--- src/design/pif_pkg.sv ---
// Shared types and constants for the aligned-PER integer field encoder.
package pif_pkg;

    // Field kinds carried by the func input
    typedef enum logic [2:0] {
        FUNC_BOOL    = 3'd0,
        FUNC_CONS    = 3'd1,
        FUNC_UNCONS  = 3'd2,
        FUNC_EXT     = 3'd3,
        FUNC_SEMI    = 3'd4,
        FUNC_NSMALL  = 3'd5,
        FUNC_LENGTH  = 3'd6,
        FUNC_FLUSH   = 3'd7
    } func_t;

    localparam int unsigned QUEUE_DEPTH_DEF = 2;

    localparam int unsigned PRE_W   = 9;   // leading bit-field, up to 9 bits
    localparam int unsigned BODY_W  = 40;  // aligned octets, up to 5
    localparam int unsigned BUF_W   = 56;  // head octets plus body octets

    // One classified field, ready for the packer
    typedef struct packed {
        logic              err;     // oversized length determinant
        logic [PRE_W-1:0]  pre;     // unaligned bits, right-justified
        logic [3:0]        pre_len; // 0..9
        logic              align;   // pad to an octet boundary after pre
        logic [BODY_W-1:0] body;    // octets, left-justified
        logic [2:0]        nbytes;  // 0..5
    } entry_t;

endpackage

--- src/design/pif_front.sv ---
// Front end: accept a field transaction and classify it into a packer entry.
module pif_front (
    input  logic                 item_valid,
    output logic                 item_stall,
    input  logic [2:0]           func,
    input  logic signed [32:0]   value,
    input  logic [32:0]          range_size,
    input  logic signed [31:0]   lower_bound,
    input  logic signed [31:0]   upper_bound,
    input  logic                 q_full,
    output logic                 push,
    output pif_pkg::entry_t      entry
);
    import pif_pkg::*;

    // Octets needed for a non-negative magnitude
    function automatic logic [2:0] octet_count(input logic [32:0] m);
        logic [2:0] c;
        if (m < 33'd128)
            c = 3'd1;
        else if (m < 33'd32768)
            c = 3'd2;
        else if (m < 33'd8388608)
            c = 3'd3;
        else
            c = 3'd4;
        return c;
    endfunction

    // Length octet followed by len low octets of v, left-justified
    function automatic logic [BODY_W-1:0] length_and_octets(input logic [2:0] len,
                                                            input logic [31:0] v);
        logic [31:0] vals;
        vals = v << {3'd4 - len, 3'b000};
        return {5'b00000, len, vals};
    endfunction

    // Constrained whole number of offset v within range values
    function automatic entry_t cons_entry(input logic [32:0] range, input logic [31:0] v);
        entry_t     e;
        logic [7:0] rm1;
        logic [3:0] n;
        logic [1:0] k;
        e   = '0;
        rm1 = range[7:0] - 8'd1;
        n   = 4'd0;
        for (int i = 0; i < 8; i++)
        begin
            if (rm1[i])
                n = 4'(i + 1);
        end
        if (v < 32'd256)
            k = 2'd0;
        else if (v < 32'd65536)
            k = 2'd1;
        else if (v < 32'd16777216)
            k = 2'd2;
        else
            k = 2'd3;
        if (range < 33'd2)
        begin
            e = '0;
        end
        else if (range < 33'd256)
        begin
            e.pre     = {1'b0, v[7:0]} & ((9'd1 << n) - 9'd1);
            e.pre_len = n;
        end
        else if (range == 33'd256)
        begin
            e.align  = 1'b1;
            e.body   = {v[7:0], 32'h0};
            e.nbytes = 3'd1;
        end
        else if (range <= 33'd65536)
        begin
            e.align  = 1'b1;
            e.body   = {v[15:0], 24'h0};
            e.nbytes = 3'd2;
        end
        else
        begin
            if (range <= 33'd16777216 && k == 2'd3)
                k = 2'd2;
            e.pre     = {7'b0, k};
            e.pre_len = 4'd2;
            e.align   = 1'b1;
            e.body    = {v << {2'd3 - k, 3'b000}, 8'h00};
            e.nbytes  = {1'b0, k} + 3'd1;
        end
        return e;
    endfunction

    func_t              f;
    logic [31:0]        low;
    logic [32:0]        mag;
    logic [2:0]         len_u;
    logic [2:0]         len_s;
    logic signed [33:0] v34;
    logic signed [33:0] lb34;
    logic signed [33:0] ub34;
    logic signed [33:0] offset;
    logic signed [33:0] ext_range;
    logic               in_range;
    entry_t             cons_e;
    entry_t             ext_e;

    assign item_stall = q_full;
    assign push       = item_valid && !q_full;

    assign f     = func_t'(func);
    assign low   = value[31:0];
    // -value-1 is the bitwise complement
    assign mag   = value[32] ? ~value : value;
    assign len_u = octet_count(mag);
    assign len_s = octet_count({1'b0, low});

    assign v34       = 34'(value);
    assign lb34      = 34'(lower_bound);
    assign ub34      = 34'(upper_bound);
    assign offset    = v34 - lb34;
    assign ext_range = ub34 - lb34 + 34'sd1;
    assign in_range  = (v34 >= lb34) && (v34 <= ub34);

    assign cons_e = cons_entry(range_size, low);
    assign ext_e  = cons_entry(ext_range[32:0], offset[31:0]);

    always_comb
    begin
        entry = '0;
        unique case (f)
            FUNC_BOOL:
            begin
                entry.pre     = {8'h00, (value != 33'sd0)};
                entry.pre_len = 4'd1;
            end
            FUNC_CONS:
            begin
                entry = cons_e;
            end
            FUNC_UNCONS:
            begin
                entry.align  = 1'b1;
                entry.body   = length_and_octets(len_u, low);
                entry.nbytes = len_u + 3'd1;
            end
            FUNC_EXT:
            begin
                if (in_range)
                begin
                    // leading zero bit leaves pre's value unchanged
                    entry         = ext_e;
                    entry.pre_len = ext_e.pre_len + 4'd1;
                end
                else
                begin
                    entry.pre     = 9'd1;
                    entry.pre_len = 4'd1;
                    entry.align   = 1'b1;
                    entry.body    = length_and_octets(len_u, low);
                    entry.nbytes  = len_u + 3'd1;
                end
            end
            FUNC_SEMI:
            begin
                entry.align  = 1'b1;
                entry.body   = length_and_octets(len_s, low);
                entry.nbytes = len_s + 3'd1;
            end
            FUNC_NSMALL:
            begin
                if (low < 32'd64)
                begin
                    entry.pre     = {3'b000, low[5:0]};
                    entry.pre_len = 4'd7;
                end
                else
                begin
                    entry.pre     = 9'd1;
                    entry.pre_len = 4'd1;
                    entry.align   = 1'b1;
                    entry.body    = length_and_octets(len_s, low);
                    entry.nbytes  = len_s + 3'd1;
                end
            end
            FUNC_LENGTH:
            begin
                if (value[32] || (value[31:14] != 18'd0))
                begin
                    entry.err = 1'b1;
                end
                else if (value[13:0] <= 14'd127)
                begin
                    entry.align  = 1'b1;
                    entry.body   = {value[7:0], 32'h0};
                    entry.nbytes = 3'd1;
                end
                else
                begin
                    entry.align  = 1'b1;
                    entry.body   = {2'b10, value[13:0], 24'h0};
                    entry.nbytes = 3'd2;
                end
            end
            FUNC_FLUSH:
            begin
                entry.align = 1'b1;
            end
            default:
            begin
                entry = '0;
            end
        endcase
    end

endmodule

--- src/design/pif_queue.sv ---
// Short queue of classified entries between front end and packer.
module pif_queue #(
    parameter int unsigned DEPTH = pif_pkg::QUEUE_DEPTH_DEF
) (
    input  logic            clk,
    input  logic            rst_n,
    input  logic            push,
    input  pif_pkg::entry_t wr_entry,
    output logic            full,
    input  logic            pop,
    output pif_pkg::entry_t rd_entry,
    output logic            not_empty
);
    import pif_pkg::*;

    localparam int unsigned PTR_W = $clog2(DEPTH);
    localparam int unsigned CNT_W = $clog2(DEPTH + 1);

    entry_t             slot_reg [DEPTH];
    logic [PTR_W-1:0]   wr_ptr_reg;
    logic [PTR_W-1:0]   wr_ptr_next;
    logic [PTR_W-1:0]   rd_ptr_reg;
    logic [PTR_W-1:0]   rd_ptr_next;
    logic [CNT_W-1:0]   count_reg;
    logic [CNT_W-1:0]   count_next;

    assign full      = (count_reg == CNT_W'(DEPTH));
    assign not_empty = (count_reg != '0);
    assign rd_entry  = slot_reg[rd_ptr_reg];

    always_comb
    begin
        wr_ptr_next = wr_ptr_reg;
        rd_ptr_next = rd_ptr_reg;
        count_next  = count_reg;
        if (push)
            wr_ptr_next = (wr_ptr_reg == PTR_W'(DEPTH - 1)) ? '0 : wr_ptr_reg + 1'b1;
        if (pop)
            rd_ptr_next = (rd_ptr_reg == PTR_W'(DEPTH - 1)) ? '0 : rd_ptr_reg + 1'b1;
        if (push && !pop)
            count_next = count_reg + 1'b1;
        else if (pop && !push)
            count_next = count_reg - 1'b1;
    end

    always_ff @(posedge clk or negedge rst_n)
    begin
        if (!rst_n)
        begin
            wr_ptr_reg <= '0;
            rd_ptr_reg <= '0;
            count_reg  <= '0;
        end
        else
        begin
            wr_ptr_reg <= wr_ptr_next;
            rd_ptr_reg <= rd_ptr_next;
            count_reg  <= count_next;
        end
    end

    always_ff @(posedge clk)
    begin
        if (push)
            slot_reg[wr_ptr_reg] <= wr_entry;
    end

`ifndef SYNTH
    a_no_overflow: assert property (@(posedge clk) disable iff (!rst_n)
        count_reg <= CNT_W'(DEPTH))
        else $error("queue count beyond depth");

    a_no_underflow: assert property (@(posedge clk) disable iff (!rst_n)
        pop |-> not_empty)
        else $error("pop from empty queue");

    a_push_grows: assert property (@(posedge clk) disable iff (!rst_n)
        (push && !pop) |=> (count_reg == $past(count_reg) + 1'b1))
        else $error("push without pop did not grow queue");
`endif

endmodule

--- src/design/pif_back.sv ---
// Back end: merge entries into the running partial octet and send octets.
module pif_back (
    input  logic            clk,
    input  logic            rst_n,
    input  logic            q_valid,
    input  pif_pkg::entry_t q_entry,
    output logic            pop,
    output logic            byte_valid,
    input  logic            byte_stall,
    output logic [7:0]      out_byte,
    output logic            last,
    output logic            error
);
    import pif_pkg::*;

    logic [BUF_W-1:0] buf_reg;
    logic [BUF_W-1:0] buf_next;
    logic [2:0]       cnt_reg;
    logic [2:0]       cnt_next;
    logic             err_reg;
    logic             err_next;
    logic [7:0]       part_reg;
    logic [7:0]       part_next;
    logic [2:0]       fill_reg;
    logic [2:0]       fill_next;

    logic             taken;
    logic             can_load;
    logic [4:0]       total;
    logic [4:0]       shamt;
    logic [15:0]      head;
    logic [1:0]       head_bytes;
    logic [BUF_W-1:0] word;
    logic [2:0]       word_cnt;

    assign byte_valid = (cnt_reg != 3'd0);
    assign out_byte   = buf_reg[BUF_W-1 -: 8];
    assign last       = (cnt_reg == 3'd1);
    assign error      = err_reg;

    assign taken    = byte_valid && !byte_stall;
    assign can_load = (cnt_reg == 3'd0) || (cnt_reg == 3'd1 && !byte_stall);
    assign pop      = q_valid && can_load;

    // Pending bits, then the leading bit-field, then padding, then octets
    assign total      = 5'(fill_reg) + 5'(q_entry.pre_len);
    assign shamt      = 5'd16 - total;
    assign head       = {part_reg, 8'h00} | (16'(q_entry.pre) << shamt);
    assign head_bytes = q_entry.align ? 2'((total + 5'd7) >> 3) : 2'(total >> 3);
    assign word       = {head, {BODY_W{1'b0}}}
                      | ({q_entry.body, 16'h0000} >> {head_bytes, 3'b000});
    assign word_cnt   = 3'(head_bytes) + q_entry.nbytes;

    always_comb
    begin
        buf_next  = buf_reg;
        cnt_next  = cnt_reg;
        err_next  = err_reg;
        part_next = part_reg;
        fill_next = fill_reg;
        if (pop)
        begin
            if (q_entry.err)
            begin
                // one flagged zero octet, bit state untouched
                buf_next = '0;
                cnt_next = 3'd1;
                err_next = 1'b1;
            end
            else
            begin
                buf_next = word;
                cnt_next = word_cnt;
                err_next = 1'b0;
                if (q_entry.align)
                begin
                    part_next = 8'h00;
                    fill_next = 3'd0;
                end
                else
                begin
                    fill_next = total[2:0];
                    unique case (head_bytes)
                        2'd0:    part_next = head[15:8];
                        2'd1:    part_next = head[7:0];
                        default: part_next = 8'h00;
                    endcase
                end
            end
        end
        else if (taken)
        begin
            buf_next = buf_reg << 8;
            cnt_next = cnt_reg - 3'd1;
        end
    end

    always_ff @(posedge clk or negedge rst_n)
    begin
        if (!rst_n)
        begin
            cnt_reg  <= 3'd0;
            err_reg  <= 1'b0;
            part_reg <= 8'h00;
            fill_reg <= 3'd0;
        end
        else
        begin
            cnt_reg  <= cnt_next;
            err_reg  <= err_next;
            part_reg <= part_next;
            fill_reg <= fill_next;
        end
    end

    always_ff @(posedge clk)
    begin
        buf_reg <= buf_next;
    end

`ifndef SYNTH
    a_cnt_bound: assert property (@(posedge clk) disable iff (!rst_n)
        cnt_reg <= 3'd6)
        else $error("more than six octets pending for one transaction");

    a_error_alone: assert property (@(posedge clk) disable iff (!rst_n)
        (byte_valid && error) |-> last)
        else $error("error octet is not the only octet of its transaction");

    a_part_clean: assert property (@(posedge clk) disable iff (!rst_n)
        8'(part_reg << fill_reg) == 8'h00)
        else $error("unused bits of the partial octet are not zero");
`endif

endmodule

--- src/design/per_integer_field_encoder.sv ---
// Top level of the aligned-PER integer field encoder.
// Each field transaction (boolean, constrained, unconstrained, extensible,
// semi-constrained, normally-small, length determinant or flush) is packed
// MSB-first into a running partial octet, and every completed octet leaves
// on the byte channel with last set on the final octet of its transaction.
// A length determinant below zero or of 16384 or more yields one zero octet
// with error and last set and leaves the pending bits untouched. Flush pads
// the pending bits with zeros and sends them if any are pending.
// Timing: the front end classifies a transaction combinationally and writes
// it into a QUEUE_DEPTH-entry queue, so it takes one transaction per cycle
// while the queue has room. The packer pulls a queue entry, then sends its
// octets from its output register at one octet per cycle while byte_stall
// is low; it takes the next entry in the same cycle its last octet is taken.
// A transaction yields 0 to 6 octets. An accepted transaction reaches the
// byte channel through its queue slot and then the packer's output register.
module per_integer_field_encoder #(
    parameter int unsigned QUEUE_DEPTH = pif_pkg::QUEUE_DEPTH_DEF
) (
    input  logic               clk,
    input  logic               rst_n,
    // field transactions
    input  logic               item_valid,
    output logic               item_stall,
    input  logic [2:0]         func,
    input  logic signed [32:0] value,
    input  logic [32:0]        range_size,
    input  logic signed [31:0] lower_bound,
    input  logic signed [31:0] upper_bound,
    // octet transactions
    output logic               byte_valid,
    input  logic               byte_stall,
    output logic [7:0]         out_byte,
    output logic               last,
    output logic               error
);
    import pif_pkg::*;

    logic   q_full;
    logic   push;
    entry_t front_entry;
    logic   q_valid;
    logic   pop;
    entry_t back_entry;

    // Classify: choose field form, octet counts and alignment
    pif_front u_front (
        .item_valid  (item_valid),
        .item_stall  (item_stall),
        .func        (func),
        .value       (value),
        .range_size  (range_size),
        .lower_bound (lower_bound),
        .upper_bound (upper_bound),
        .q_full      (q_full),
        .push        (push),
        .entry       (front_entry)
    );

    // Decouple classification from octet output
    pif_queue #(
        .DEPTH (QUEUE_DEPTH)
    ) u_queue (
        .clk       (clk),
        .rst_n     (rst_n),
        .push      (push),
        .wr_entry  (front_entry),
        .full      (q_full),
        .pop       (pop),
        .rd_entry  (back_entry),
        .not_empty (q_valid)
    );

    // Pack bits, pad where required, send completed octets
    pif_back u_back (
        .clk        (clk),
        .rst_n      (rst_n),
        .q_valid    (q_valid),
        .q_entry    (back_entry),
        .pop        (pop),
        .byte_valid (byte_valid),
        .byte_stall (byte_stall),
        .out_byte   (out_byte),
        .last       (last),
        .error      (error)
    );

endmodule

--- config.mk ---
export PLATFORM = sky130hd
export DESIGN_NAME = per_integer_field_encoder
export DESIGN_NICKNAME = d
export VERILOG_FILES = /design/src/design/pif_pkg.sv /design/src/design/pif_front.sv /design/src/design/pif_queue.sv /design/src/design/pif_back.sv /design/src/design/per_integer_field_encoder.sv
export SDC_FILE = /design/constraint.sdc
export NUM_CORES = 1
export LEC_CHECK = 0
export CELL_PAD_IN_SITES_DETAIL_PLACEMENT = 1
export CELL_PAD_IN_SITES_GLOBAL_PLACEMENT = 1
export CORE_UTILIZATION = 45
export CTS_BUF_LIST = sky130_fd_sc_hd__clkbuf_4 sky130_fd_sc_hd__clkbuf_8
export DETAILED_ROUTE_END_ITERATION = 16
export DONT_BUFFER_PORTS = 1
export PLACE_DENSITY_LB_ADDON = 0.25
export SYNTH_ARGS = -nofsm -noshare
export SYNTH_HDL_FRONTEND = slang
export SYNTH_SLANG_ARGS = --single-unit
--- constraint.sdc ---
create_clock -name clk -period 7.6 [get_ports clk]
set_input_delay 1.52 -clock clk [delete_from_list [all_inputs] [get_ports clk]]
set_output_delay 1.52 -clock clk [all_outputs]
set_load 0.005 [all_outputs]
Word level (Yosys, flattened, before mapping)
Memories as Yosys holds them, arrays and structs flattened.
Index checks and enable logic that the tools add are counted.
- latch bits: 0
- register bits: 75
- output and inout port bits: 12
- input bits: 137
- memories kept: 1
- word-level logic and storage cells: 192
- ROM bits: 0
- RAM bits: 116
- bitwise gates (word level): 6
- multipliers: 0
- shifts and indexed selects: 8
- $add $sub $neg: 25
- divide/modulo/power cells: 0
- muxes and demuxes: 80
- equality and inequality tests: 14
- order comparisons: 24
- reduce and logical (&&, ||, !) cells: 26
- memory list (memory ; words ; width ; read ports ; clocked after Yosys merged registers in ; write ports ; line ; RTL):
    u_queue.slot_reg ; 2 ; 58 ; 1 ; 0 ; 1 ; pif_queue.sv:19 ; entry_t slot_reg [DEPTH];
- operators with widths (kind ; count):
    44-bit two-way mux ; 6
    43-bit one-hot mux with 6 select lines ; 1
    57-bit two-way mux ; 3
    56-bit two-way mux ; 3
    43-bit two-way mux ; 3
    33-bit by 9-bit == test with 1-bit output (second input constant) ; 2
    33-bit by 17-bit <= comparator with 1-bit output (second input constant) ; 2
    33-bit by 25-bit <= comparator with 1-bit output (second input constant) ; 2
    33-bit by 2-bit less-than comparator with 1-bit output (second input constant) ; 2
    33-bit by 9-bit less-than comparator with 1-bit output (second input constant) ; 2
    32-bit by 17-bit less-than comparator with 1-bit output (second input constant) ; 2
    32-bit by 25-bit less-than comparator with 1-bit output (second input constant) ; 2
    32-bit by 9-bit less-than comparator with 1-bit output (second input constant) ; 2
    32-bit by 5-bit << shifter with 32-bit output ; 2
    32-bit by 6-bit << shifter with 32-bit output ; 2
    56-bit bitwise OR ; 1
    56-bit by 5-bit >> shifter with 56-bit output ; 1
    3-bit two-way mux ; 18
    13-bit two-way mux ; 4
    13-bit one-hot mux with 4 select lines ; 1
    2-bit two-way mux ; 21
    33-bit by 2-bit adder with 33-bit output (second input constant) ; 1
    33-bit by 32-bit >= comparator with 1-bit output ; 1
    33-bit by 32-bit <= comparator with 1-bit output ; 1
    other kinds (55) ; 98

Longest topological paths before layout
Gate-level depths: netlist (run 1).
- word-level depth: 21
- gate-level depth with buffers: 21
- gate-level depth less buffers: 20

Modules after synthesis
A second synthesis (run 1) with hierarchy kept.
- cells, all modules: 2281
- area total of the unflattened synthesis: 19617.6 µm²
- by module, submodules not included (module ; seq. area each (µm²) ; instances ; cells an instance ; area an instance (µm²)):
    pif_front ; 0.0 ; 1 ; 1662 ; 10611.4
    pif_back ; 2057.0 ; 1 ; 422 ; 4585.6
    pif_queue ; 3583.4 ; 1 ; 197 ; 4420.5

Worst setup path before layout (run 1)
Ideal clock, no wire load.
- path type: input -> register
- start point: input upper_bound[1]
- end point: memory u_queue.slot_reg[0][46] (netlist bit) (data pin)
- data required time: 7.460 ns
- stages on the path: 20
- arrival time: 5.769 ns
- setup slack: 1.691 ns
- setup time: 0.140 ns
- buffers on the path: 1
- cells stage by stage: inv_1 ha_1 inv_1 ha_1 inv_1 fa_1 buf_2 nand2b_1 a21oi_2 nor2_1 o221a_2 or3_1 a32oi_1 nand4_4 or2_2 nor3_1 o21ai_0 ha_1 or4_1 nand3_1
- RTL lines (item ; line ; RTL):
    start: declaration ; per_integer_field_encoder.sv:28 ; input logic signed [31:0] upper_bound,
    end: declaration ; pif_queue.sv:19 ;

==> results.txt, run 1 <==
status - finished clean
synthesized instance count - 2,200
RSZ-0062 raised after global routing - no
post-CTS sizing - 0
clock skew after layout - 0.01433 ns
main combinational cell family by area after synthesis - compound AO/OA/AOI/OAI gates
FF/Latch Area - 0.005584 mm^2
PD cells - 322.2 mW/mm^2
Crit Path Category - primary input to flop
synthesized area - 0.01901 mm^2
Worst R2R End - u_back.buf_reg[11]
final std cells w/o fill - 2,661
Detail Route Antenna Nets - 0
CTS tree - built
Fin. Hold Viols - 0
via count - 18,250
Die X - 207.5 um
H-tree levels - 4
Achievable Freq - 156.1 MHz
share of cells above drive strength 1 - 7.374%
Synth Area in Compound Gates - 24.74%
total inserted antenna cells - 0
Vert. Die Dim - 207.5 um
WL/cell - 27.95 um
Layout Nets - 2,409
first-pass GRT wire length - 113.8 mm
Final Cycle Share - 84.31%
Reg clk slew, reported paths - 0.11 ns
Multi-input gate area - 0.01243 mm^2
Max-cap violations - 0
CP Capture Point - u_queue.slot_reg[1][46]
I/O Buffers - 0
Period minus WS final - 6.407 ns
synth top area cells - edfxtp_1 (27%), ha_1 (10%), a21oi_1 (5.0%), mux2i_1 (4.4%), o21ai_0 (4.3%)
GRT overflow - 0
TNS Setup - 0 ns
Die Area - 0.04306 mm^2
# fillers - 4,870
Reg2Reg Setup Slack - 2.90 ns
final-report setup violation count - 0
Setup crit end kind - flop
Worst Setup Start Kind - primary input
Final Util - 48.10%
Synth Flop Type - edfxtp_1
sw frac - 48.80%
GR Util met2 - 57.52%
Root Buffer - clkbuf_8
count leader, synth - nand2_1
Placed Instances - 2,629
Async S/R FF share, synth - 10.05%
HP Class - flop to flop
Detail Placement HPWL - 58.40 mm
DRT Pass-1 Iters - 7
clock power share - 10.9%
sw power - 0.003116 W
Max Buffers Root-to-Sink - 2
antenna violations before repair - 0
Slew Limit Fails - 0
synthesized area per cell - 8.639 um^2
Post-Syn Nets - 2,493
sequential power share - 27.8%
RePlAce Congestion - 1.001
met3 GRT Util - 4.781%
leading area contributor after synthesis - edfxtp_1
Routed WL - 74.38 mm
Synth top area share - 26.86%
Worst Setup SP - upper_bound[1]
CTS Sinks - 189
Netlist cell types - 98
worst r2r src - u_queue.rd_ptr_reg
#FFs+latches synth - 189
mux share of post-synthesis cell area - 8.650%
sequential cell area fraction in the yosys report - 29.36%
P&R area growth vs syn - 4.279%
leakage power - 7.719 nW
post-CTS setup buffers - 0
Worst Reg-to-Reg Cells - 11
Rel. slew slack - 23.55%
Worst VDD drop - 0.3004 mV
xor/xnor share of the synthesized area - 3.311%
busiest layer in global routing - met2
Synth Area in Simple Gates - 17.95%
max FFs per register - 114
Initial Utilization - 46.13%
DRC - 0
Synth warnings - 0
maximum net fanout on the critical path - 7
GR met1 Demand/Resource - 42.20%
Post-synth EDFFs - 170
I/O pins - 149
CTS Hold Bufs - 0
Logic pwr share - 61.3%
actual slew at the worst max-slew pin - 1.138 ns
Crit path arrival time - 6.76 ns
DR iter-0 viols - 1,598
total CTS buffers - 17
Synth top cells by count - nand2_1 (197), a21oi_1 (191), edfxtp_1 (170), o21ai_0 (163), ha_1 (152)
vias in the first global route - 18,880
via density per instance - 6.856
largest net degree at the start of global routing - 64
row count - 74
Worst-Skew Late Latency - 0.49 ns
core area - 0.04120 mm^2
Synth Area in Adders - 10.43%
Int Pwr - 0.003270 W
Required @ worst endpoint - 7.95 ns
GRT Overall Usage - 34.19%
-- routing by layer --
| metal | share of wire (%) | wire [um] |
|---|---|---|
| met5 | 0 | 0 |
| met4 | 5.8 | 4314 |
| met3 | 6.0 | 4433 |
| met2 | 47 | 35000 |
| met1 | 41 | 30630 |
-- per-stage QoR --
| stage | instance area (um^2) | power [W] | hold WS (ns) | setup slack, ns |
|---|---|---|---|---|
| 2_1_floorplan | 19010 | 0.004497 | 0.4551 | 1.691 |
| 3_3_place_gp | 19390 | 0.005453 | 0.4706 | 0.9166 |
| 3_5_place_dp | 19390 | 0.005608 | 0.4878 | 0.7595 |
| 4_1_cts | 19820 | 0.006335 | 0.5114 | 1.276 |
| 5_1_grt | 19820 | 0.006756 | 0.5380 | 1.014 |
| 6_report | 19820 | 0.006386 | 0.5090 | 1.193 |
-- power by group through the flow --
stage,registers (W),logic [W],clock network (W)
floorplan,0.00172,0.00277,0
global placement,0.00177,0.00369,0
detailed placement,0.00179,0.00381,0
CTS,0.00178,0.00385,0.000710
global route,0.00181,0.00420,0.000745
finish,0.00177,0.00391,0.000699
-- final cells by class --
cell class | count | area share, %
clock buffers | 17 | 1.181
inverters | 133 | 2.519
repair buffers | 29 | 1.098
flip-flops and latches | 189 | 28.18
well taps | 532 | 3.359
multi-input cells | 1746 | 62.70
clock inverters | 15 | 0.9722
-- kinds of logic after synthesis --
group                    after synthesis
AO/OA/AOI/OAI                        720
XOR/XNOR                              71
adder cells (fa/ha/maj)              156
buffers and inverters                265
flip-flops                           189
multiplexers                         128
AND/OR/NAND/NOR                      671
-- placed cells by master (no fill, tap or decap), types with 29 or more instances in the layout --
cell,n
nand3_1,49
a21oi_1,189
o22ai_1,31
and2_1,33
edfxtp_1,170
mux2i_1,84
o211ai_1,38
nor3_1,52
nand2_1,197
a211oi_1,39
o21ai_0,163
buf_4,29
inv_1,132
ha_1,152
xnor2_1,32
nor2_1,133
nand4_1,35
xor2_1,36
-- critical path, cell delays in order --
cell      delay (ns)
inv_1           0.04
ha_1            0.27
inv_1           0.07
ha_1            0.20
inv_1           0.07
fa_1            0.48
nand2b_1        0.23
a21oi_2         0.23
nor2_1          0.13
o221a_2         0.30
or3_1           0.37
a32oi_1         0.34
nand4_4         0.24
or2_2           0.35
nor3_1          0.72
o21ai_0         0.28
ha_1            0.29
or4_1           0.51
nand3_1         0.11
-- how the worst min path moves through the flow --
stage                  startpoint                  to  depth (start not counted)
2_1_floorplan  u_back.fill_reg[0]  u_back.fill_reg[0]                          2
3_3_place_gp   u_back.fill_reg[0]  u_back.fill_reg[0]                          2
3_5_place_dp   u_back.fill_reg[0]  u_back.fill_reg[0]                          2
4_1_cts        u_back.fill_reg[0]  u_back.fill_reg[0]                          2
5_1_grt        u_back.fill_reg[0]  u_back.fill_reg[0]                          2
6_report       u_back.fill_reg[0]  u_back.fill_reg[0]                          2
Power figures use the tool's default switching activity.
==> inputs of run 2 (changes only) <==
Clock period 7.6 ns to 5.4 ns, I/O delays scaled along.
==> run 2 against run 1 <==
Effect of this change:
- global-route usage increased by 1.7 points
- first-iteration DRC count decreased by 15%
- clock skew increased by 0.0034 ns
- register-to-register slack got worse by 1.9 ns
- sequential power increased by 42%
- die area unchanged
- worst setup slack got worse by 0.84 ns
- worst hold slack got worse by 0.24 ns
- core utilization increased by 3.0 points
- power increased by 45%
- highest routed layer unchanged
- critical path depth increased by 1
- sequential share of layout area decreased by 1.6 points
==> results.txt, run 2 (synthesized netlist as in run 1, its figures left out) <==
P&R area growth vs syn - 10.70%
Achievable Freq - 198.2 MHz
GRT Overall Usage - 35.90%
row count - 74
via count - 18,780
most frequent cells in the layout - nand2_1 (197), a21oi_1 (189), buf_4 (184), edfxtp_1 (170), o21ai_0 (163)
Die X - 207.5 um
Routed WL - 77.96 mm
DRT Pass-1 Iters - 5
Multi-input gate area - 0.01243 mm^2
Worst-Skew Late Latency - 0.50 ns
GRT overflow - 0
Crit path arrival time - 5.23 ns
RePlAce Congestion - 0.9928
Setup crit end kind - flop
Die Area - 0.04306 mm^2
Period minus WS final - 5.045 ns
H-tree levels - 4
Detail Placement HPWL - 62.97 mm
Reg clk slew, reported paths - 0.10 ns
Root Buffer - clkbuf_8
vias in the first global route - 19,500
max FFs per register - 114
Worst Setup Start Kind - primary input
PD cells - 439.1 mW/mm^2
DR iter-0 viols - 1,358
final-report setup violation count - 0
# fillers - 4,871
Initial Utilization - 46.13%
Placed Instances - 2,786
Vert. Die Dim - 207.5 um
Area after DPL - 0.02060 mm^2
DRC - 0
most common cell after layout, fill and taps aside - nand2_1
post-CTS setup buffers - 0
final std cells w/o fill - 2,819
clock skew after layout - 0.01775 ns
via density per instance - 6.663
I/O Buffers - 0
WL met1 - 31.31 mm
FF/Latch Area - 0.005584 mm^2
total CTS buffers - 17
core area - 0.04120 mm^2
leakage power - 8.487 nW
Max-cap violations - 0
Worst VDD drop - 0.4586 mV
Detail Route Antenna Nets - 0
share of cells above drive strength 1 - 13.74%
Power, Total - 0.009239 W
TNS Setup - 0 ns
final instance area - 0.02104 mm^2
status - finished clean
actual slew at the worst max-slew pin - 1.198 ns
antenna violations before repair - 1
slowest cell delay on critical path - 0.45 ns
post-CTS sizing - 0
Top Metal Used - met4
maximum net fanout on the critical path - 5
first-pass GRT wire length - 118.2 mm
Layout Nets - 2,566
Rel. slew slack - 20.07%
HP Class - primary input to async pin
Max Buffers Root-to-Sink - 2
Fin. Hold Viols - 0
RSZ-0062 raised after global routing - no
Final Cycle Share - 93.42%
CTS Hold Bufs - 0
WL/cell - 27.66 um
Required @ worst endpoint - 5.58 ns
WL met2 - 37.66 mm
Crit Path Category - primary input to flop
CTS tree - built
I/O pins - 149
CTS Sinks - 189
slowest stage cell, crit path - a21oi_1
Slew Limit Fails - 0
DR WL met3 - 4.378 mm
largest net degree at the start of global routing - 62
worst path cell trace - inv_1 > ha_1 > inv_1 > ha_1 > inv_1 > fa_1 > nand2b_1 > a21oi_2 > nor2_1 > o221a_2 > buf_4 > o211ai_1 > a21oi_1 > xnor2_2 > buf_4 > nor4_1 > buf_4 > and2_2 > a21oi_1 > o211ai_1
-- run 2: final cells by class --
cell class,instances,share of cell area [%]
tap,532,3.164
inverter,133,2.373
clock buffer,17,1.112
clock inverter,15,0.9634
multi-input combinational,1746,59.08
sequential,189,26.54
timing repair buffer,186,6.755
antenna,1,0.01189
-- run 2: worst max-delay path: cells and delay by family --
kind | cells | cell delay (ns)
AOI/OAI and AO/OA | 6 | 1.58
buffers and inverters | 6 | 0.71
xor gates and xnor gates | 1 | 0.44
adders and majority gates | 3 | 0.82
and+or+nand+nor | 4 | 0.57
-- run 2: stage by stage --
stage	utilization [%]	worst slack (ns)	hold WS [ns]
CTS	51.06	0.4713	0.2318
detailed placement	50.00	-0.04427	0.4803
global route	51.07	0.1769	0.2320
global placement	50.00	-0.006381	0.4698
floorplan	-	0.02123	0.4551
finish	51.07	0.3551	0.2694
-- run 2: final timing paths --
path | startpoint | end | slack [ns] | cells past startpoint
max in group asynchronous | rst_n | u_queue.rd_ptr_reg | 5.05 | 0
hold / removal | rst_n | u_queue.wr_ptr_reg | 0.27 | 0
setup / recovery | upper_bound[1] | u_queue.slot_reg[1][40] | 0.36 | 20
hold reg to reg | u_back.fill_reg[2] | u_back.fill_reg[2] | 0.49 | 2
setup reg to reg | u_queue.rd_ptr_reg | u_back.buf_reg[13] | 0.97 | 10
min in group clk | u_back.fill_reg[2] | u_back.fill_reg[2] | 0.49 | 2
-- run 2: per-layer routing --
metal,vias up,track usage (%)
li1,8504,-
met1,9387,43.25
met2,694,61.79
met3,199,4.584
met4,0,20.46
met5,-,0
-- run 2: power breakdown --
| part | internal (W) | switching [W] |
|---|---|---|
| Sequential | 0.00227 | 0.000236 |
| Combinational | 0.00205 | 0.00366 |
| Clock | 0.000473 | 0.000544 |
| Total | 0.00480 | 0.00444 |
==> inputs of run 3 (changes only) <==
Clock period 5.4 ns to 6.2 ns, I/O delays scaled along.
==> run 3 against run 2 <==
Effect of this change:
- routed wire length fell by 2.7%
- non-clock buffer count fell by 138
- highest routed layer unchanged
- critical path type unchanged
- global-route usage fell by 1.2 points
- combinational power fell by 16%
- critical endpoint is now u_queue.slot_reg[0][28]
- first-iteration DRC count rose by 1.3%
- sequential power fell by 14%
- final cell count fell by 4.9%
- register-to-register slack improved by 0.79 ns
==> results.txt, run 3 (synthesized netlist as in run 1, its figures left out) <==
most common cell after layout, fill and taps aside - nand2_1
DRT Pass-1 Iters - 7
Worst VDD drop - 0.3531 mV
WL/cell - 28.29 um
worst r2r src - u_queue.rd_ptr_reg
Detail Placement HPWL - 60.14 mm
worst path cell trace - inv_1 > ha_1 > inv_1 > ha_1 > inv_1 > fa_1 > nand2_1 > nor4b_1 > a211oi_1 > a211oi_1 > o2111ai_1 > nor4b_1 > a41oi_2 > or3_1 > nand2_2 > mux2i_1 > o221ai_1
maximum net fanout on the critical path - 9
post-CTS setup buffers - 0
first-pass GRT wire length - 114.4 mm
Die Area - 0.04306 mm^2
HP Class - primary input to async pin
busiest layer in global routing - met2
slowest cell delay on critical path - 0.62 ns
Detail Route Antenna Nets - 0
Max Buffers Root-to-Sink - 2
GRT overflow - 0
DR iter-0 viols - 1,375
total CTS buffers - 17
PD cells - 388.3 mW/mm^2
P&R area growth vs syn - 4.759%
Reg2Reg Setup Slack - 1.76 ns
Routed WL - 75.84 mm
Placed Instances - 2,648
I/O pins - 149
Fin. Hold Viols - 0
largest net degree at the start of global routing - 65
Worst R2R End - u_back.part_reg[5]
CTS tree - built
final-report setup violation count - 0
Final Cycle Share - 93.74%
post-CTS sizing - 0
status - finished clean
antenna violations before repair - 1
H-tree levels - 4
Layout Nets - 2,428
Crit path arrival time - 6.00 ns
actual slew at the worst max-slew pin - 1.222 ns
GR met1 Demand/Resource - 42.47%
Crit path top cell by count - inv_1
Worst-Skew Late Latency - 0.50 ns
# fillers - 4,851
TNS Setup - 0 ns
RePlAce Congestion - 1.008
most frequent cells in the layout - nand2_1 (197), a21oi_1 (189), edfxtp_1 (170), o21ai_0 (163), ha_1 (152)
leakage power - 7.785 nW
Max-cap violations - 0
CTS Sinks - 189
RSZ-0062 raised after global routing - no
Vert. Die Dim - 207.5 um
Reg clk slew, reported paths - 0.10 ns
Initial Utilization - 46.13%
DRC - 0
GR Util met2 - 58.64%
Period minus WS final - 5.812 ns
slowest stage cell, crit path - fa_1
I/O Buffers - 0
Setup crit end kind - flop
via count - 18,260
Worst Reg-to-Reg Cells - 11
GRT Overall Usage - 34.72%
clock skew after layout - 0.02031 ns
FF/Latch Area - 0.005584 mm^2
final std cells w/o fill - 2,681
met3 GRT Util - 5.053%
Worst Setup Start Kind - primary input
core area - 0.04120 mm^2
Multi-input gate area - 0.01243 mm^2
Slew Limit Fails - 0
max FFs per register - 114
CP bufs+invs - 3
CP top delay family - simple AND/OR/NAND/NOR gates
share of cells above drive strength 1 - 8.101%
via density per instance - 6.812
Crit Path Category - primary input to flop
row count - 74
CTS Hold Bufs - 0
Achievable Freq - 172.1 MHz
vias in the first global route - 18,660
Required @ worst endpoint - 6.39 ns
Die X - 207.5 um
Worst Setup SP - upper_bound[1]
Rel. slew slack - 18.47%
Root Buffer - clkbuf_8
-- run 3: report_power, final --
group / internal [W] / switching [W]
Clock: 0.000322 / 0.000459
Sequential: 0.00198 / 0.000192
Combinational: 0.00168 / 0.00310
-- run 3: final cells by class --
class / count / share of cell area (%)
multi-input combinational: 1746 / 62.41
sequential: 189 / 28.05
tap: 532 / 3.343
inverter: 133 / 2.507
timing repair buffer: 48 / 1.810
clock buffer: 17 / 1.175
clock inverter: 15 / 0.6975
antenna: 1 / 0.01257
-- run 3: per-layer routing --
layer | share of wire [%] | routed length [um]
met1 | 41 | 31180
met4 | 5.8 | 4392
met2 | 47 | 35930
met3 | 5.7 | 4337
met5 | 0 | 0
-- run 3: worst reg2reg max path, delay by kind of cell, from the launching register on --
family          cells  cell delay [ns]
flops               1             0.57
fa+ha+maj           2             0.72
simple gates        1             0.13
mux                 1             0.38
compound gates      5             1.12
xor+xnor            2             1.43
-- run 3: worst max path at each step --
| stage | end | slack (ns) | cells after the start |
|---|---|---|---|
| 2_1_floorplan | u_back.cnt_reg[1] | 0.40 | 21 |
| 3_3_place_gp | u_queue.slot_reg[0][29] | 0.29 | 17 |
| 3_5_place_dp | u_queue.slot_reg[1][28] | 0.13 | 17 |
| 5_1_grt | u_queue.slot_reg[0][28] | 0.21 | 17 |
| 6_report | u_queue.slot_reg[0][28] | 0.39 | 17 |
| 4_1_cts | u_queue.slot_reg[1][22] | 0.62 | 17 |
-- run 3: stage by stage --
stage	instance area [um^2]	setup slack [ns]	hold slack, ns	utilization (%)	power, W
after floorplan	19010	0.3971	0.4551	-	0.005513
after global placement	19540	0.2941	0.4682	47.41	0.006690
after detailed placement	19540	0.1299	0.4888	47.41	0.006902
after CTS	19910	0.6218	0.3938	48.32	0.007692
after global routing	19910	0.2053	0.3951	48.32	0.008204
final	19910	0.3883	0.4328	48.32	0.007731
